===== src/design/fbps_pkg.sv =====
// Package for the first-byte parity sum tracker.
// Transaction structs, command codes and the allowed-sum lookup.
// No dependencies.
`default_nettype none

package fbps_pkg;

  localparam int MAP_DEPTH = 256;
  localparam int BYTE_W    = 8;
  localparam int TALLY_W   = 9;

  // Command codes
  localparam logic CMD_ADD   = 1'b0;
  localparam logic CMD_CLEAR = 1'b1;

  typedef struct packed {
    logic              command;
    logic [BYTE_W-1:0] nonce_top_byte;
    logic              parity_flag;
  } in_t;

  typedef struct packed {
    logic               was_new;
    logic [TALLY_W-1:0] distinct_count;
    logic [TALLY_W-1:0] parity_total;
    logic               total_is_valid;
  } out_t;

  // True for the 19 parity sums that a genuine first-byte set can produce
  function automatic logic sum_allowed(input logic [TALLY_W-1:0] s);
    logic ok;
    ok = 1'b0;
    case (s) inside
      9'd0, 9'd32, 9'd56, 9'd64, 9'd80, 9'd96, 9'd104, 9'd112, 9'd120,
      9'd128, 9'd136, 9'd144, 9'd152, 9'd160, 9'd176, 9'd192, 9'd200,
      9'd224, 9'd256: ok = 1'b1;
      default:        ok = 1'b0;
    endcase
    return ok;
  endfunction

endpackage

`default_nettype wire


===== src/design/fbps_in_reg.sv =====
// Input register stage of the first-byte parity sum tracker.
// Holds one accepted transaction until the core consumes it. Uses fbps_pkg.
`default_nettype none

module fbps_in_reg (
  input  wire logic        clk,
  input  wire logic        rst_n,
  input  wire logic        in_valid,
  output logic             in_stall,
  input  wire fbps_pkg::in_t in_data,
  output logic             s1_valid,
  output fbps_pkg::in_t    s1_data,
  input  wire logic        s1_take
);
  import fbps_pkg::*;

  logic valid_r;
  in_t  data_r;
  logic in_accept;

  // Stall only while holding an item that is not moving on this cycle
  assign in_stall  = valid_r & ~s1_take;
  assign in_accept = in_valid & ~in_stall;

  always_ff @(posedge clk) begin
    if (!rst_n) begin
      valid_r <= 1'b0;
    end else if (in_accept) begin
      valid_r <= 1'b1;
    end else if (s1_take) begin
      valid_r <= 1'b0;
    end
  end

  // Payload, no reset needed
  always_ff @(posedge clk) begin
    if (in_accept) begin
      data_r <= in_data;
    end
  end

  assign s1_valid = valid_r;
  assign s1_data  = data_r;

endmodule

`default_nettype wire


===== src/design/fbps_core.sv =====
// Tracker core: seen map, distinct count and parity sum.
// Computes the result for the staged item and commits state on take. Uses fbps_pkg.
`default_nettype none

module fbps_core (
  input  wire logic          clk,
  input  wire logic          rst_n,
  input  wire fbps_pkg::in_t s1_data,
  input  wire logic          s1_take,
  output fbps_pkg::out_t     result
);
  import fbps_pkg::*;

  logic [MAP_DEPTH-1:0] seen_r;
  logic [TALLY_W-1:0]   distinct_r;
  logic [TALLY_W-1:0]   parity_r;

  logic                 is_clear;
  logic                 fresh;
  logic                 byte_par;
  logic [TALLY_W-1:0]   distinct_nxt;
  logic [TALLY_W-1:0]   parity_nxt;

  // Lookup and tally update for the staged item
  always_comb begin
    is_clear     = (s1_data.command == CMD_CLEAR);
    fresh        = ~is_clear & ~seen_r[s1_data.nonce_top_byte];
    byte_par     = (^s1_data.nonce_top_byte) ^ s1_data.parity_flag;
    distinct_nxt = distinct_r;
    parity_nxt   = parity_r;
    if (is_clear) begin
      distinct_nxt = '0;
      parity_nxt   = '0;
    end else if (fresh) begin
      distinct_nxt = distinct_r + TALLY_W'(1);
      parity_nxt   = parity_r + {{(TALLY_W-1){1'b0}}, byte_par};
    end
  end

  // State after the step is what the result reports
  always_comb begin
    result.was_new        = fresh;
    result.distinct_count = distinct_nxt;
    result.parity_total   = parity_nxt;
    result.total_is_valid = sum_allowed(parity_nxt);
  end

  // Commit: map bits and tallies, all cleared at reset
  always_ff @(posedge clk) begin
    if (!rst_n) begin
      seen_r     <= '0;
      distinct_r <= '0;
      parity_r   <= '0;
    end else if (s1_take) begin
      distinct_r <= distinct_nxt;
      parity_r   <= parity_nxt;
      if (is_clear) begin
        seen_r <= '0;
      end else if (fresh) begin
        seen_r[s1_data.nonce_top_byte] <= 1'b1;
      end
    end
  end

endmodule

`default_nettype wire


===== src/design/fbps_out_reg.sv =====
// Result register stage of the first-byte parity sum tracker.
// Loads one result per cycle when free or draining. Uses fbps_pkg.
`default_nettype none

module fbps_out_reg (
  input  wire logic           clk,
  input  wire logic           rst_n,
  input  wire logic           s1_valid,
  output logic                s1_take,
  input  wire fbps_pkg::out_t result,
  output logic                out_valid,
  input  wire logic           out_stall,
  output fbps_pkg::out_t      out_data
);
  import fbps_pkg::*;

  logic valid_r;
  out_t data_r;

  // Free when empty or when the held result leaves this cycle
  assign s1_take = s1_valid & (~valid_r | ~out_stall);

  always_ff @(posedge clk) begin
    if (!rst_n) begin
      valid_r <= 1'b0;
    end else if (s1_take) begin
      valid_r <= 1'b1;
    end else if (!out_stall) begin
      valid_r <= 1'b0;
    end
  end

  always_ff @(posedge clk) begin
    if (s1_take) begin
      data_r <= result;
    end
  end

  assign out_valid = valid_r;
  assign out_data  = data_r;

endmodule

`default_nettype wire


===== src/design/first_byte_parity_sum_tracker.sv =====
// First-byte parity sum tracker, top level. Uses fbps_pkg, fbps_in_reg,
// fbps_core and fbps_out_reg.
// Pipeline: 2 register stages, fbps_in_reg and then fbps_out_reg (the result register).
// Throughput: 1 transaction per cycle while out_stall is low, set by the read-modify-write
// of the 256-bit seen map and the two tally adders in fbps_core.
// Reset: synchronous rst_n clears the seen map, both tallies and all valids.
`default_nettype none

module first_byte_parity_sum_tracker (
  input  wire logic           clk,
  input  wire logic           rst_n,
  input  wire logic           in_valid,
  output logic                in_stall,
  input  wire fbps_pkg::in_t  in_data,
  output logic                out_valid,
  input  wire logic           out_stall,
  output fbps_pkg::out_t      out_data
);
  import fbps_pkg::*;

  logic s1_valid;
  logic s1_take;
  in_t  s1_data;
  out_t result;

  fbps_in_reg u_in_reg (
    .clk      (clk),
    .rst_n    (rst_n),
    .in_valid (in_valid),
    .in_stall (in_stall),
    .in_data  (in_data),
    .s1_valid (s1_valid),
    .s1_data  (s1_data),
    .s1_take  (s1_take)
  );

  fbps_core u_core (
    .clk     (clk),
    .rst_n   (rst_n),
    .s1_data (s1_data),
    .s1_take (s1_take),
    .result  (result)
  );

  fbps_out_reg u_out_reg (
    .clk       (clk),
    .rst_n     (rst_n),
    .s1_valid  (s1_valid),
    .s1_take   (s1_take),
    .result    (result),
    .out_valid (out_valid),
    .out_stall (out_stall),
    .out_data  (out_data)
  );

endmodule

`default_nettype wire


===== config.mk =====
export PLATFORM = sky130hd
export DESIGN_NAME = first_byte_parity_sum_tracker
export DESIGN_NICKNAME = d
export VERILOG_FILES = /design/src/design/fbps_pkg.sv /design/src/design/fbps_in_reg.sv /design/src/design/fbps_core.sv /design/src/design/fbps_out_reg.sv /design/src/design/first_byte_parity_sum_tracker.sv
export SDC_FILE = /design/constraint.sdc
export NUM_CORES = 1
export LEC_CHECK = 0
export BUFFER_PORTS_ARGS = -buffer_cell sky130_fd_sc_hd__buf_4
export CAP_MARGIN = 15
export CORE_AREA = 2 2 161 163
export CTS_BUF_LIST = sky130_fd_sc_hd__clkbuf_8
export DETAILED_ROUTE_END_ITERATION = 12
export DIE_AREA = 0 0 163 165
export PLACE_DENSITY = 0.67
export SETUP_SLACK_MARGIN = 0.02
export SLEW_MARGIN = 10
export SYNTH_ARGS = -nofsm -noshare
export SYNTH_HDL_FRONTEND = slang
export SYNTH_HIERARCHICAL = 1
export SYNTH_SLANG_ARGS = --single-unit

===== constraint.sdc =====
create_clock -name clk -period 5 [get_ports clk]
set_input_delay 0 -clock clk [delete_from_list [all_inputs] [get_ports clk]]
set_output_delay 0 -clock clk [all_outputs]
set_load 0.005 [all_outputs]

==> results of run 1 <==
[kinds of logic after synthesis]
kind of cell | Yosys count | share of synthesized area, %
and+or+nand+nor | 407 | 13.91
adders and majority gates | 19 | 1.815
xor gates and xnor gates | 23 | 1.538
buffers and inverters | 140 | 6.123
muxes | 99 | 12.84
DFF | 306 | 49.06
AOI/OAI and AO/OA | 331 | 14.71
[worst max-delay path: stages (launching register included)]
cell and delay [ns]:
edfxtp_1 0.76, nor2b_1 0.89, a211oi_1 0.18, nand3_1 0.14, nand4_1 0.20, a2111oi_4 0.38, o21a_4 0.32, o21a_4 0.24
and3_1 0.78, a21oi_1 0.15, nor2_1 0.14
[through the flow]
stage | util (%) | cell area [um^2] | hold WS [ns]
after CTS | 56.98 | 14270 | 0.1303
after floorplan | - | 13100 | 0.09887
after global placement | 52.60 | 13170 | 0.1795
after detailed placement | 52.60 | 13170 | 0.1818
final | 56.98 | 14270 | 0.1402
after global routing | 56.98 | 14270 | 0.1263
[layer usage]
metal / up-vias / track usage (%)
met4: 0 / 9.212
li1: 4613 / -
met3: 75 / 4.269
met1: 4707 / 30.50
met5: - / 0
met2: 327 / 41.02
[power breakdown]
group,total [mW],internal [mW],switching (mW)
Sequential,2.53,2.50,0.0261
Clock,2.07,1.11,0.964
Combinational,0.341,0.121,0.219
Total,4.94,3.73,1.21
[synth_stat cells (all sizes together), types with 2 or more instances]
cell type  number
a2111oi         2
a211oi          7
a21boi          3
a21oi         259
a221oi          2
a22oi          22
a311oi          2
a32oi           3
and2           27
and3           24
buf            59
clkbuf         71
dfxtp         276
edfxtp         30
ha             19
inv             9
mux2            7
mux2i          42
mux4           50
nand2          15
nand2b          7
nand3           8
nand4           5
nor2          283
nor2b          24
nor3            6
o2111ai        14
o21a            4
o21ai           5
xnor2          11
xor2           12
[layout by cell type, fill, tap and decap left out, types with 27 or more instances in the layout]
cell	n
clkbuf_8	55
buf_4	46
nor2_1	283
dfxtp_1	276
mux4_2	35
a21oi_1	259
inv_1	35
mux2i_1	42
and2_1	27
edfxtp_1	30
[flip-flops by register name (all words and copies together) (netlist names)]
name	count
u_core/seen_r	256
u_out_reg/out_data	20
u_in_reg/s1_data	10
u_core/distinct_r	9
u_core/parity_r	9
u_in_reg/s1_valid	1
u_out_reg/out_valid	1
[worst paths after layout]
kind         slack [ns]             endpoint           startpoint
min reg2reg        0.46   u_core/seen_r[198]   u_core/seen_r[198]
min                0.14  u_in_reg/s1_data[8]           in_data[8]
max reg2reg        0.69     u_core/seen_r[2]  u_in_reg/s1_data[6]
max                0.69     u_core/seen_r[2]  u_in_reg/s1_data[6]
[area by class of cell]
type / count / area, um^2
Timing Repair Buffer: 64 / 555.5
Clock inverter: 32 / 188.9
Sequential cell: 306 / 6426
Tap cell: 330 / 412.9
Clock buffer: 55 / 757.0
Multi-Input combinational cell: 879 / 5888
Inverter: 10 / 37.54
Fill cell: 2233 / 10770
==> impl_metrics.toml, run 1 <==
[status]
status = "complete, no violations"

[synthesis]
netlist.area_leader.share_pct = 42.19
synth-warning-count = 6
synth-edff-count = 30
ys_seq_area_share_pct = 49.06
synth_area_um2 = 13100
syn_area_per_cell_um2 = 9.885
ys_top_cells_by_area = "dfxtp_1, a21oi_1, nor2_1"
synthArstFlopShare_pct = 0
yosysTopAreaCell = "dfxtp_1"
synth_nets = 1358
ys.flop_type = "dfxtp_1"
ys_seq_elements = 306
syn_inst = 1325
synth_cell_types = 59

[critical_path]
critPathLaunchType = "flop"
path_class = "flop to flop"
cp-end-kind = "flop"
cp.required_ns = 5.48
cp_max_fo = 19
crit_arrival_ns = 4.78
r2r_cells = 10

[clock_tree]
cts_setup_buffers = 0
cts_tree = "done"
cts.sinks = 306
htree_levels = 2
cts.path.max_buffers = 3
ctsHoldBuffers = 15
cts_made_buffers = 50
cts_resized = 0
insertion_delay_ns = 0.58
cts-root-buf = "clkbuf_8"
cts.clk_slew.worst_paths_ns = 0.06

[timing]
fin_skew_ns = 0.03089
hold_violations = 0
setup_ws_ns = 0.6910
post-route-min-period_ns = 4.309
fin_tns_setup_ns = 0
max-slew-margin-rel_pct = 20.87
drv_slew = 0
worst_pin_slew_ns = 1.187
rsz0062_at_grt = "no"
min_period_over_period_pct = 86.18
max_freq_mhz = 232.1
finalSetupViolCount = 0

[floorplanning]
fp.coreArea_um2 = 25040
start_util_pct = 52.31
ios = 36
die_h_um = 165
num_rows = 58
die_area_um2 = 26900
die_w_um = 163

[detailed_routing]
top_layer = "met4"
routed_via_density = 5.801
wl_met1_um = 13860
drc = 0
routed-wl-met3_um = 1964
wl_um = 32140
met2_length_um = 15360
num_vias = 9722
drt_iter0_drc = 907
drtAntennaViolNets = 0
drtPass1Iterations = 7
wl_per_cell_um = 19.17

[min_path]
hold_class = "input port to flop"
hold_depth = 2

[grt]
grt_use_total_pct = 24.04
grt_pass1_vias = 9538
overflow = 0
grt_max_degree = 257
antenna_found_initial = 0
grt_pass1_wl_um = 51000

[final_layout]
n_antenna_cell = 0
area_growth_pct = 8.923
drive_above_1_share_pct = 12.18
final_nets = 1344
fin_cells = 1676

[place]
numPortBuffers = 35
gp_congestion = 0.8401
dp_hpwl_um = 19700
dp_slack_ns = 0.8525
dp_cells = 1574

[power_and_ir_drop]
peakVddDrop_v = 0.0002413
power_mw = 4.937
leakagePower_nw = 5.464
powerDensity_nw_per_um2 = 346.1

[flow_run]
drv_cap = 0
No activity file was read; power rests on OpenSTA's default activity.
==> inputs of run 2 (changes only) <==
--- a/config.mk
+++ b/config.mk
@@ -11,6 +11,7 @@
 export CTS_BUF_LIST = sky130_fd_sc_hd__clkbuf_8
 export DETAILED_ROUTE_END_ITERATION = 12
 export DIE_AREA = 0 0 163 165
+export GPL_TIMING_DRIVEN = 0
 export PLACE_DENSITY = 0.67
 export SETUP_SLACK_MARGIN = 0.02
 export SLEW_MARGIN = 10
==> run 2 against run 1 <==
Effect of this change:
- core utilization increased by 2.7 points
- total power is 3.5% higher
- combinational power increased by 21%
- critical path type unchanged
- worst hold slack better by 0.0041 ns
- clock-buffer cell count rose by 11
- via count is 7.7% higher
- largest cell class unchanged
- setup slack improved by 0.022 ns
- fmax rose by 0.52%
==> impl_metrics.toml, run 2 (synthesized netlist as in run 1, its figures left out) <==
[status]
status = "complete, no violations"

[final_layout]
mostFrequentLayoutCell = "nor2_1"
drive_above_1_share_pct = 15.01
largest_reg_flops = 256
fin_cells = 1796
fillers = 2198
final_cell_mix = "nor2_1, dfxtp_1, a21oi_1"
largest_register = "u_core/seen_r"
n_antenna_cell = 0
final_nets = 1460
final_area_um2 = 14950
post-route-util_pct = 59.73
area_growth_pct = 14.18

[timing]
worst_pin_slew_ns = 0.8795
fin_tns_setup_ns = 0
hold_violations = 0
min_period_over_period_pct = 85.74
max_freq_mhz = 233.3
rsz0062_at_grt = "no"
drv_slew = 0
post-route-min-period_ns = 4.287
setup_ws_ns = 0.7132
max-slew-margin-rel_pct = 41.25
timing.hold.ws_ns = 0.1443
finalSetupViolCount = 0
fin_skew_ns = 0.02649

[clock_tree]
htree_levels = 2
cts_tree = "done"
cts.sinks = 306
cts.clk_slew.worst_paths_ns = 0.06
cts_resized = 0
cts.path.max_buffers = 3
cts_made_buffers = 50
cts-root-buf = "clkbuf_8"
insertion_delay_ns = 0.59

[detailed_routing]
top_layer = "met4"
drtAntennaViolNets = 0
drc = 0
wl_met1_um = 15790
drt_iter0_drc = 1078
drtPass1Iterations = 5
num_vias = 10470
routed_via_density = 5.830
routed-wl-met3_um = 3229
wl_per_cell_um = 20.86
met2_length_um = 16980
wl_um = 37470

[critical_path]
cp.required_ns = 5.45
critPathLaunchType = "flop"
path_class = "flop to flop"
crit_arrival_ns = 4.74
cp_max_fo = 10
cp-end-kind = "flop"

[power_and_ir_drop]
power_mw = 5.110
power.share.switching_pct = 25.14
powerDensity_nw_per_um2 = 341.7
p_clk_share_pct = 42.6
combPwrFrac_pct = 8.1
switching_power_mw = 1.285
internal_power_mw = 3.826
p_seq_share_pct = 49.3
peakVddDrop_v = 0.0002990
leakagePower_nw = 5.809

[floorplanning]
die_h_um = 165
die_area_um2 = 26900
fp.coreArea_um2 = 25040
die_w_um = 163
num_rows = 58
start_util_pct = 52.31
ios = 36

[grt]
grt_pass1_vias = 10190
overflow = 0
grt_use_total_pct = 28.32
grt_max_degree = 25
antenna_found_initial = 0
grt_pass1_wl_um = 57780

[place]
dp_cells = 1690
gp_congestion = 0.9211
dp_hpwl_um = 25020
post_dp_cell_area_um2 = 13780
numPortBuffers = 35
dp_slack_ns = 0.8220

[flow_run]
drv_cap = 0

[min_path]
hold_class = "input port to flop"
[run 2: cell count changes in the layout (fill, tap and decap cells not counted), moves of 2 or more]
| cell | delta |
|---|---|
| buf_6 | +14 |
| clkbuf_1 | +71 |
| buf_12 | +2 |
| clkinv_2 | +5 |
| clkbuf_8 | +11 |
| buf_4 | +2 |
| bufinv_16 | -2 |
| buf_2 | +24 |
| buf_1 | +2 |
| inv_1 | -11 |
[run 2: path summary, 6_finish.rpt]
kind | start | end | slack (ns) | depth (start not counted)
min | in_data[0] | u_in_reg/s1_data[0] | 0.14 | 2
max reg2reg | u_in_reg/s1_data[5] | u_out_reg/out_data[0] | 0.71 | 16
max | u_in_reg/s1_data[5] | u_out_reg/out_data[0] | 0.71 | 16
min reg2reg | u_core/seen_r[73] | u_core/seen_r[73] | 0.46 | 2
[run 2: critical path, stage by stage (launching register included)]
cell and delay, ns:
edfxtp_1 0.39, buf_4 0.25, buf_4 0.33, buf_2 0.44
inv_1 0.25, ha_1 0.36, xnor2_1 0.20, xnor2_1 0.16
xnor2_1 0.16, ha_1 0.19, ha_1 0.24, and3_1 0.20
o211ai_2 0.08, xor2_1 0.24, nor2_1 0.11, o311ai_1 0.33
o311a_1 0.21
[run 2: layout make-up]
cell class / count / area, um^2 / share of cell area (%)
Buffer: 130 / 764.5 / 5.112
Clock buffer: 66 / 908.4 / 6.074
Clock inverter: 25 / 111.4 / 0.7446
Inverter: 10 / 37.54 / 0.2510
Multi-Input combinational cell: 879 / 5881 / 39.32
Sequential cell: 306 / 6426 / 42.97
Tap cell: 330 / 412.9 / 2.761
Timing Repair Buffer: 50 / 412.9 / 2.761
[run 2: what timing repair did]
action                                 4_1_cts  5_1_grt
endpoints found under the hold margin       45        0
hold buffers                                15        0
setup buffers                                0        0
[run 2: per-layer routing]
layer	global-route usage, %	vias to the layer above
met4	12.19	0
met1	37.33	5057
met2	45.94	466
li1	-	4850
met3	5.173	98
met5	0	-
[run 2: power by group through the flow]
stage	combinational, mW	clock (mW)	sequential, mW
2_1_floorplan	0.254	0	2.57
3_3_place_gp	0.392	0	2.57
3_5_place_dp	0.395	0	2.57
4_1_cts	0.406	2.21	2.52
5_1_grt	0.437	2.32	2.52
6_report	0.414	2.18	2.52
